`src/design/booth_signed_multiplier_unit_assert.svh`:
```
// Assertion macros for the Booth multiplier unit.
// Expects i_clk and an active-low i_rst_n in the including module.
`ifndef BOOTH_SIGNED_MULTIPLIER_UNIT_ASSERT_SVH
`define BOOTH_SIGNED_MULTIPLIER_UNIT_ASSERT_SVH

// same-cycle implication
`define BSM_ASSERT_IMPL(label, ante, cons) \
    label: assert property (@(posedge i_clk) disable iff (!i_rst_n) (ante) |-> (cons)) \
        else $error("booth multiplier check failed");

// next-cycle implication
`define BSM_ASSERT_NEXT(label, ante, cons) \
    label: assert property (@(posedge i_clk) disable iff (!i_rst_n) (ante) |=> (cons)) \
        else $error("booth multiplier check failed");

`endif

```
`src/design/bsm_pkg.sv`:
```
// Shared constants and types for the radix-2 Booth multiplier pipeline.
// No dependencies.
package bsm_pkg;

    localparam int OPERAND_WIDTH = 16;
    localparam int PRODUCT_WIDTH = 2 * OPERAND_WIDTH;
    localparam int NUM_STAGES    = OPERAND_WIDTH;

    localparam logic [1:0] BOOTH_ADD = 2'b01;
    localparam logic [1:0] BOOTH_SUB = 2'b10;

    typedef struct packed {
        logic signed [OPERAND_WIDTH:0]   ac;
        logic        [OPERAND_WIDTH-1:0] mq;
        logic                            prev;
        logic signed [OPERAND_WIDTH-1:0] md;
    } t_booth;

endpackage

```
`src/design/booth_signed_multiplier_unit.sv`:
```
// Signed 16x16 radix-2 Booth multiplier, one decision step per pipeline stage.
// Depends on bsm_pkg, bsm_stage and booth_signed_multiplier_unit_assert.svh.
//
// Usage:
//   Input channel: i_valid, i_multiplicand, i_multiplier; the unit drives
//   o_stall. A request is taken at a rising edge with i_valid high and
//   o_stall low.
//   Output channel: o_valid, o_product; the receiver drives i_stall. A result
//   leaves at a rising edge with o_valid high and i_stall low.
//   Each request passes through one registered stage per Booth step, each
//   step with one 18-bit add/subtract.
//   Throughput: one request per cycle while i_stall is low, set by the 16-stage step pipeline.
//   Reset (synchronous, active low) drops every request in flight; o_valid
//   falls and o_stall is low afterwards.
//   A stalled receiver holds the last stage; earlier stages keep advancing
//   into empty slots, so requests are still taken until all 16 stages are
//   full. Nothing is lost or repeated across a stall.
//   o_product is the full 32-bit signed product; the most negative operand
//   pair gives +2^30 exactly.
module booth_signed_multiplier_unit (
    input  logic                                 i_clk,
    input  logic                                 i_rst_n,
    input  logic                                 i_valid,
    output logic                                 o_stall,
    input  logic signed [bsm_pkg::OPERAND_WIDTH-1:0] i_multiplicand,
    input  logic signed [bsm_pkg::OPERAND_WIDTH-1:0] i_multiplier,
    output logic                                 o_valid,
    input  logic                                 i_stall,
    output logic signed [bsm_pkg::PRODUCT_WIDTH-1:0] o_product
);
    import bsm_pkg::*;
    `include "booth_signed_multiplier_unit_assert.svh"

    t_booth                stage_in;
    t_booth                data  [NUM_STAGES];
    logic [NUM_STAGES-1:0] vld;
    logic [NUM_STAGES-1:0] adv;

    always_comb begin
        stage_in.ac   = '0;
        stage_in.mq   = i_multiplier;
        stage_in.prev = 1'b0;
        stage_in.md   = i_multiplicand;
    end

    // advance a stage when it is empty or the one after it advances
    always_comb begin
        adv[NUM_STAGES-1] = !vld[NUM_STAGES-1] || !i_stall;
        for (int k = NUM_STAGES - 2; k >= 0; k--) begin
            adv[k] = !vld[k] || adv[k+1];
        end
    end

    for (genvar g = 0; g < NUM_STAGES; g++) begin : g_step
        if (g == 0) begin : g_first
            bsm_stage u_stage (
                .i_clk     (i_clk),
                .i_rst_n   (i_rst_n),
                .i_valid   (i_valid),
                .i_data    (stage_in),
                .i_advance (adv[g]),
                .o_valid   (vld[g]),
                .o_data    (data[g])
            );
        end else begin : g_rest
            bsm_stage u_stage (
                .i_clk     (i_clk),
                .i_rst_n   (i_rst_n),
                .i_valid   (vld[g-1]),
                .i_data    (data[g-1]),
                .i_advance (adv[g]),
                .o_valid   (vld[g]),
                .o_data    (data[g])
            );
        end
    end

    assign o_stall   = !adv[0];
    assign o_valid   = vld[NUM_STAGES-1];
    assign o_product = {data[NUM_STAGES-1].ac[OPERAND_WIDTH-1:0], data[NUM_STAGES-1].mq};

    `BSM_ASSERT_IMPL(a_full_stall, (&vld) && i_stall, o_stall)
    `BSM_ASSERT_IMPL(a_empty_head_ready, !vld[0], !o_stall)
    `BSM_ASSERT_NEXT(a_accept_lands, i_valid && !o_stall, vld[0])

endmodule

```
`src/design/bsm_stage.sv`:
```
// One registered Booth decision step: add/subtract/skip, then arithmetic shift.
// Depends on bsm_pkg.
module bsm_stage (
    input  logic           i_clk,
    input  logic           i_rst_n,
    input  logic           i_valid,
    input  bsm_pkg::t_booth i_data,
    input  logic           i_advance,
    output logic           o_valid,
    output bsm_pkg::t_booth o_data
);
    import bsm_pkg::*;

    logic                            r_valid;
    t_booth                          r_data;
    t_booth                          n_data;
    logic signed [OPERAND_WIDTH+1:0] ac_ext;
    logic signed [OPERAND_WIDTH+1:0] md_ext;
    logic signed [OPERAND_WIDTH+1:0] sum;

    always_comb begin
        ac_ext = {i_data.ac[OPERAND_WIDTH], i_data.ac};
        md_ext = {{2{i_data.md[OPERAND_WIDTH-1]}}, i_data.md};
        case ({i_data.mq[0], i_data.prev})
            BOOTH_ADD: sum = ac_ext + md_ext;
            BOOTH_SUB: sum = ac_ext - md_ext;
            default:   sum = ac_ext;
        endcase
        n_data.ac   = sum[OPERAND_WIDTH+1:1];
        n_data.mq   = {sum[0], i_data.mq[OPERAND_WIDTH-1:1]};
        n_data.prev = i_data.mq[0];
        n_data.md   = i_data.md;
    end

    always_ff @(posedge i_clk) begin
        if (!i_rst_n) begin
            r_valid <= 1'b0;
        end else if (i_advance) begin
            r_valid <= i_valid;
        end
    end

    always_ff @(posedge i_clk) begin
        if (i_advance) begin
            r_data <= n_data;
        end
    end

    assign o_valid = r_valid;
    assign o_data  = r_data;

endmodule

```
`config.mk`:
```
export PLATFORM = sky130hd
export DESIGN_NAME = booth_signed_multiplier_unit
export DESIGN_NICKNAME = d
export VERILOG_FILES = /design/src/design/bsm_pkg.sv /design/src/design/booth_signed_multiplier_unit.sv /design/src/design/bsm_stage.sv
export VERILOG_INCLUDE_DIRS = /design/src /design/src/design
export SDC_FILE = /design/constraint.sdc
export NUM_CORES = 1
export LEC_CHECK = 0
export BUFFER_PORTS_ARGS = -buffer_cell sky130_fd_sc_hd__buf_4
export CAP_MARGIN = 15
export CELL_PAD_IN_SITES_DETAIL_PLACEMENT = 0
export CELL_PAD_IN_SITES_GLOBAL_PLACEMENT = 1
export CORE_MARGIN = 2
export CORE_UTILIZATION = 37
export DETAILED_ROUTE_END_ITERATION = 7
export GPL_ROUTABILITY_DRIVEN = 0
export PLACE_DENSITY_LB_ADDON = 0.1
export SYNTH_ARGS = -nofsm -noshare
export SYNTH_HDL_FRONTEND = slang
export SYNTH_SLANG_ARGS = --single-unit
```
`constraint.sdc`:
```
create_clock -name i_clk -period 4.9 [get_ports i_clk]
set_input_delay 0.245 -clock i_clk [delete_from_list [all_inputs] [get_ports i_clk]]
set_output_delay 0.245 -clock i_clk [all_outputs]
set_load 0.02 [all_outputs]
```
# --- After elaboration in Yosys (flattened, before gate mapping) ---
# Cells that the tools add are included.
classes:
  addsub: 31
  eq_ne: 30
  n_mux: 15
  reduce_logical: 34
ops:
  columns: ["op", "count"]
  rows:
  - ["case mux 18 bit (2 select lines)", 14]
  - ["adder 17 x 16 -> 18 bit", 13]
  - ["subtractor 17 x 16 -> 18 bit", 13]
  - ["case mux 17 bit (2 select lines)", 1]
  - ["equality test 2 x 1 -> 1 bit (second input constant)", 15]
  - ["equality test 2 bit (second input constant)", 15]
  - ["logical NOT 1 bit", 18]
  - ["adder 16 x 16 -> 17 bit", 1]
  - ["adder 17 x 16 -> 17 bit", 1]
  - ["subtractor 1 x 16 -> 17 bit (first input constant)", 1]
  - ["subtractor 16 x 16 -> 17 bit", 1]
  - ["subtractor 17 x 16 -> 17 bit", 1]
  - ["logical OR 1 bit", 16]
totals:
  reg_bits: 797
  in_bits: 36
  output_inout_bits: 34
  wordCells: 189

# --- Depth between registers and ports, before layout ---
depth:
  word_depth: 18
  depth_mapped: 17
  ltp_nobuf: 17

# --- Cells and area by module ---
# Synthesis repeated with hierarchy kept, for this count alone.
unflattened:
  cells_unflattened: 4202
  hier_area_um2: 47695.7
modules_own_cells:
  columns: ["mod", "n_inst", "cells_each", "area_per_inst_um2", "seq_area_each_um2"]
  rows:
  - ["bsm_stage at g_step[10].g_rest.u_stage ...", 10, 261, 2986.6, 1521.5]
  - ["bsm_stage at g_step[7].g_rest.u_stage ...", 3, 257, 2927.8, 1521.5]
  - ["bsm_stage at g_step[0].g_first.u_stage ...", 2, 264, 2977.9, 1521.5]
  - ["bsm_stage at g_step[12].g_rest.u_stage", 1, 266, 2937.8, 1521.5]
  - ["booth_signed_multiplier_unit", 1, 27, 152.6, 0.0]

# --- Worst setup path before layout ---
# OpenSTA, ideal clock, no wires.
synth_timing:
  kind: "flip-flop to flip-flop"
  startpoint: "register g_step[15].g_rest.u_stage.r_valid"
  endpoint: "register g_step[2].g_rest.u_stage.r_data, in the netlist g_step[2].g_rest.u_stage.o_data[0] (enable)"
  setup_ns: 0.729
  arrival_ns: 3.624
  t_required_ns: 4.171
  setup_slack_ns: 0.547
  stages_incl_launch_ff: 9
  n_path_buf: 1
  period_less_slack_ns: 4.353
  cell_sequence: "dfxtp_1 > nand2_1 > nor3_1 > and2_1 > and3_1 > and2_1 > and4_1 > buf_2 > nand3_1"
synth_via:
  elab_chain_cells: 15
synth_rtl:
  columns: ["element", "line", "text"]
  rows:
  - ["from (decl)", "bsm_stage.sv:14", "logic r_valid;"]
  - ["from (signal assigned)", "bsm_stage.sv:39", "r_valid <= i_valid;"]
  - ["logical NOT 1 bit", "booth_signed_multiplier_unit.sv:48", "adv[NUM_STAGES-1] = !vld[NUM_STAGES-1] || !i_stall;"]
  - ["logical OR 1 bit", "booth_signed_multiplier_unit.sv:48", null]
  - ["net g_step[15].g_rest.u_stage.i_advance", "bsm_stage.sv:8", "input logic i_advance,"]
  - ["logical OR 1 bit (13 in a row)", "booth_signed_multiplier_unit.sv:50", "adv[k] = !vld[k] || adv[k+1];"]
  - ["net g_step[2].g_rest.u_stage.i_advance", "bsm_stage.sv:8", null]
  - ["to (signal assigned)", "bsm_stage.sv:45", "r_data <= n_data;"]
  - ["to (decl)", "bsm_stage.sv:15", "t_booth r_data;"]
# The timed path passes the listed nets, and every way through them passes these cells.
# A chain may end at the register's enable or synchronous reset.

# --- Worst setup path after layout ---
layout_timing:
  startpoint: "register g_step[4].g_rest.u_stage.r_data, in the netlist g_step[4].g_rest.u_stage.o_data[4]"
  endpoint: "register g_step[5].g_rest.u_stage.r_data, in the netlist g_step[5].g_rest.u_stage.o_data[47] (data pin)"
layout_via:
  elab_chain_cells: 2
  word_cells_on_any_way: 3
  cone_classes: "add/sub (2); mux (1)"
layout_rtl:
  columns: ["element", "line", "text"]
  rows:
  - ["from (decl)", "bsm_stage.sv:15", null]
  - ["from (signal assigned)", "bsm_stage.sv:45", null]
  - ["subtractor 17 x 16 -> 18 bit / adder 17 x 16 -> 18 bit (equally long branches)", "bsm_stage.sv:26, bsm_stage.sv:25", null]
  - ["case mux 18 bit (2 select lines) (*)", "bsm_stage.sv:24", "case ({i_data.mq[0], i_data.prev})"]
  - ["net g_step[5].g_rest.u_stage.sum[15]", "bsm_stage.sv:19", "logic signed [OPERAND_WIDTH+1:0] sum;"]
  - ["to (signal assigned)", "bsm_stage.sv:45", null]
  - ["to (decl)", "bsm_stage.sv:15", null]
# The timed path passes the listed nets; every way through them passes the cells marked *.

==> run metrics <==
syn nets=4,217; Clock Skews=0.02694 ns; Setup-failing EPs final=0; Tmin final=4.311 ns; critical setup path kind=register to register; count of flip-flops with a built-in enable after synthesis=780; RSZ-0062 raised after global routing=false; vias per cell=5.105; Die Area=121,800 um2; Final Slew Violations=0; WL per Instance=19.28 um; number of port buffers=69; global-route wire length before repair=169,300 um; WP data arrival=4.72 ns; post-route DRC violation count=0; Horiz. Die Dim=349.0 um; Core Area=118,100 um2; FMAX=0.2320 GHz; WL final=108,300 um; final-stage net count=4,340; clock insertion delay at the later pin of the skew report=0.68 ns; WP buf/inv=0; Final Worst Setup Slack=0.5893 ns; R2R setup slack=0.59 ns; CP Launch Type=register; critical path endpoint category=register; P_leak=19.17 nW; ratio of cells with drive above 1 in the final layout=8.303%; ys async rst share=0%; period utilization=87.97%; Cell Chain, Critical Path=or4_1 -> nor3_1 -> nor2_1 -> xnor2_1 -> ha_1 -> and4_1 -> and2_1 -> a2111oi_0 -> nor3_1 -> or3_1 -> a21oi_1 -> xor2_1 -> o21ai_1; CTS tree=built; total grt overflow=0; clock root buffer=clkbuf_16; H-tree depth=3; Avg Cell Area, Syn=11.35 um2; # diodes=0; max_slew headroom=32.92%; Warnings, synthesis=0; worst slew pin tran=1.006 ns; CP max stage delay=0.63 ns; clock slew at reported path FFs=0.06 ns; Placed Area=46,260 um2; Starting Density=37.30%; Syn Std Cell Area=44,040 um2; antenna viol nets, final=0; initial antenna violation count=2; post-DP HPWL=82,250 um; dominant synthesized flop cell=edfxtp_1; I/O pin count=70; Worst Path Max Fanout=5; sequential area share after synthesis=53.91%; Setup WS pre-CTS=0.5879 ns; cts repair resizes=0; slowest CP cell=a2111oi_0; number of synthesized register bits=796; largest net degree at the start of global routing=52; design area=49,860 um2; CTS Buf Count=94; final worst hold slack=0.2882 ns; Final Hold Vio Count=0; clock sink total=796; vias in the first global route=28,550; worst hold path type=input port to register; die height=349.0 um; Synth cell types=87; FP Rows=126; Syn-to-layout area delta=13.20%; drt pass-1 iters=5; vias post-DR=28,690; cells after synthesis=3,882; Clock Tree Buf Depth=3; Top Family by Delay on Critical Path=simple AND/OR/NAND/NOR gates; status=finished clean; maxcap violations=0; Required @ worst endpoint=5.31 ns; GRT Total Usage=17.91%; Most Frequent Cell on Critical Path=nor3_1; worst vdd ir=0.2829 mV; Fin Setup TNS=0 ns; Power Density=567.9 nW/um2; drt initial violations=1,653
[kinds of logic (layout without fill, tap and decap cells)]
kind of cell / after synthesis / after routing / synth area share, %
AO/OA/AOI/OAI: 880 / 880 / 12.26
flip-flops: 796 / 796 / 53.91
AND/OR/NAND/NOR: 1127 / 1127 / 12.47
buffers and inverters: 305 / 506 / 2.875
multiplexers: 67 / 67 / 1.625
adder cells (fa/ha/maj): 299 / 299 / 8.750
XOR/XNOR: 408 / 408 / 8.113
[cells in the final DEF, fill, tap and decap left out, types with 24 or more instances in the layout]
cell type / synthesis / routed
buf_4: 32 / 113
a21oi_1: 244 / 244
o21bai_1: 34 / 34
nor3_1: 130 / 130
a211oi_1: 30 / 30
dlygate4sd3_1: 0 / 37
nor2_1: 298 / 298
mux2i_1: 40 / 40
clkbuf_16: 0 / 97
xnor2_1: 313 / 313
a31oi_1: 38 / 38
mux2_2: 26 / 26
nand2_1: 332 / 328
o31ai_1: 30 / 30
xor2_1: 95 / 95
a21o_1: 52 / 52
o21ai_0: 258 / 258
and2_1: 30 / 30
and3_1: 24 / 24
edfxtp_1: 780 / 780
nor2b_1: 44 / 44
inv_1: 182 / 174
o21a_1: 47 / 47
nor4_1: 34 / 34
or3_1: 28 / 28
ha_1: 284 / 284
nand3_1: 50 / 47
nand2b_1: 58 / 58
[flip-flops by register name (all words and copies together) (netlist names)]
signal                          cells
g_step.g_first.u_stage.o_valid      1
g_step.g_rest.u_stage.o_valid      15
g_step.g_first.u_stage.o_data      49
g_step.g_rest.u_stage.o_data      731
[Yosys cell counts (30+ instances only)]
cell type	number	share of area (%)
nor4_1	34	0.48
o21bai_1	34	0.58
o21a_1	47	0.80
ha_1	284	8.1
nand2b_1	58	0.82
o31ai_1	30	0.51
nor2_1	298	2.5
a211oi_1	30	0.51
nand2_1	332	2.8
nor2b_1	44	0.62
a31oi_1	38	0.54
inv_1	182	1.6
a21o_1	52	0.89
edfxtp_1	780	53
o21ai_0	258	2.9
mux2i_1	40	0.91
xor2_1	95	1.9
and2_1	30	0.43
xnor2_1	313	6.2
nand3_1	50	0.57
nor3_1	130	1.5
buf_4	32	0.55
clkbuf_1	79	0.67
a21oi_1	244	2.8
[through the flow]
| step | power, mW | util, % | instances |
|---|---|---|---|
| 2_1_floorplan | 18.47 | - | 3882 |
| 3_3_place_gp | 21.34 | 39.18 | 5408 |
| 3_5_place_dp | 21.24 | 39.18 | 5408 |
| 4_1_cts | 28.71 | 42.22 | 5619 |
| 5_1_grt | 30.44 | 42.22 | 5619 |
| 6_report | 28.32 | 42.22 | 5619 |
[power by group]
group | switching [mW] | internal, mW
logic | 5.50 | 4.45
registers | 1.33 | 9.78
clock network | 2.94 | 4.31
total | 9.78 | 18.5
[layer usage]
layer	GRT usage, %	vias up	wire, um	part of all wire, %
met2	31.58	381	54680	50
li1	-	14560	-	-
met1	22.76	13610	47650	44
met4	5.612	0	2773	2.6
met5	0	-	0	0
met3	2.267	142	3246	3.0
[timing repair]
action | 4_1_cts | 5_1_grt
endpoints found under the hold margin | 63 | 0
hold buffers | 37 | 0
buffers inserted | 0 | 0
endpoints found under the setup margin | 0 | 0
[final timing paths]
path / from / end / cells past startpoint
max: g_step[4].g_rest.u_stage.o_data[4]$_DFFE_PP_ / g_step[5].g_rest.u_stage.o_data[47]$_DFFE_PP_ / 13
min reg2reg: g_step[1].g_rest.u_stage.o_data[19]$_DFFE_PP_ / g_step[2].g_rest.u_stage.o_data[18]$_DFFE_PP_ / 0
min: i_multiplier[7] / g_step[0].g_first.u_stage.o_data[23]$_DFFE_PP_ / 2
max reg2reg: g_step[4].g_rest.u_stage.o_data[4]$_DFFE_PP_ / g_step[5].g_rest.u_stage.o_data[47]$_DFFE_PP_ / 13
[final cells by class]
cell class,instances,area [um2]
Timing Repair Buffer,150,1219
Tap cell,1536,1922
Sequential cell,796,23740
Inverter,182,683.2
Multi-Input combinational cell,2781,19060
Clock buffer,111,2500
Clock inverter,63,728.2
Fill cell,11120,68220
Power figures use the tool's default switching activity.
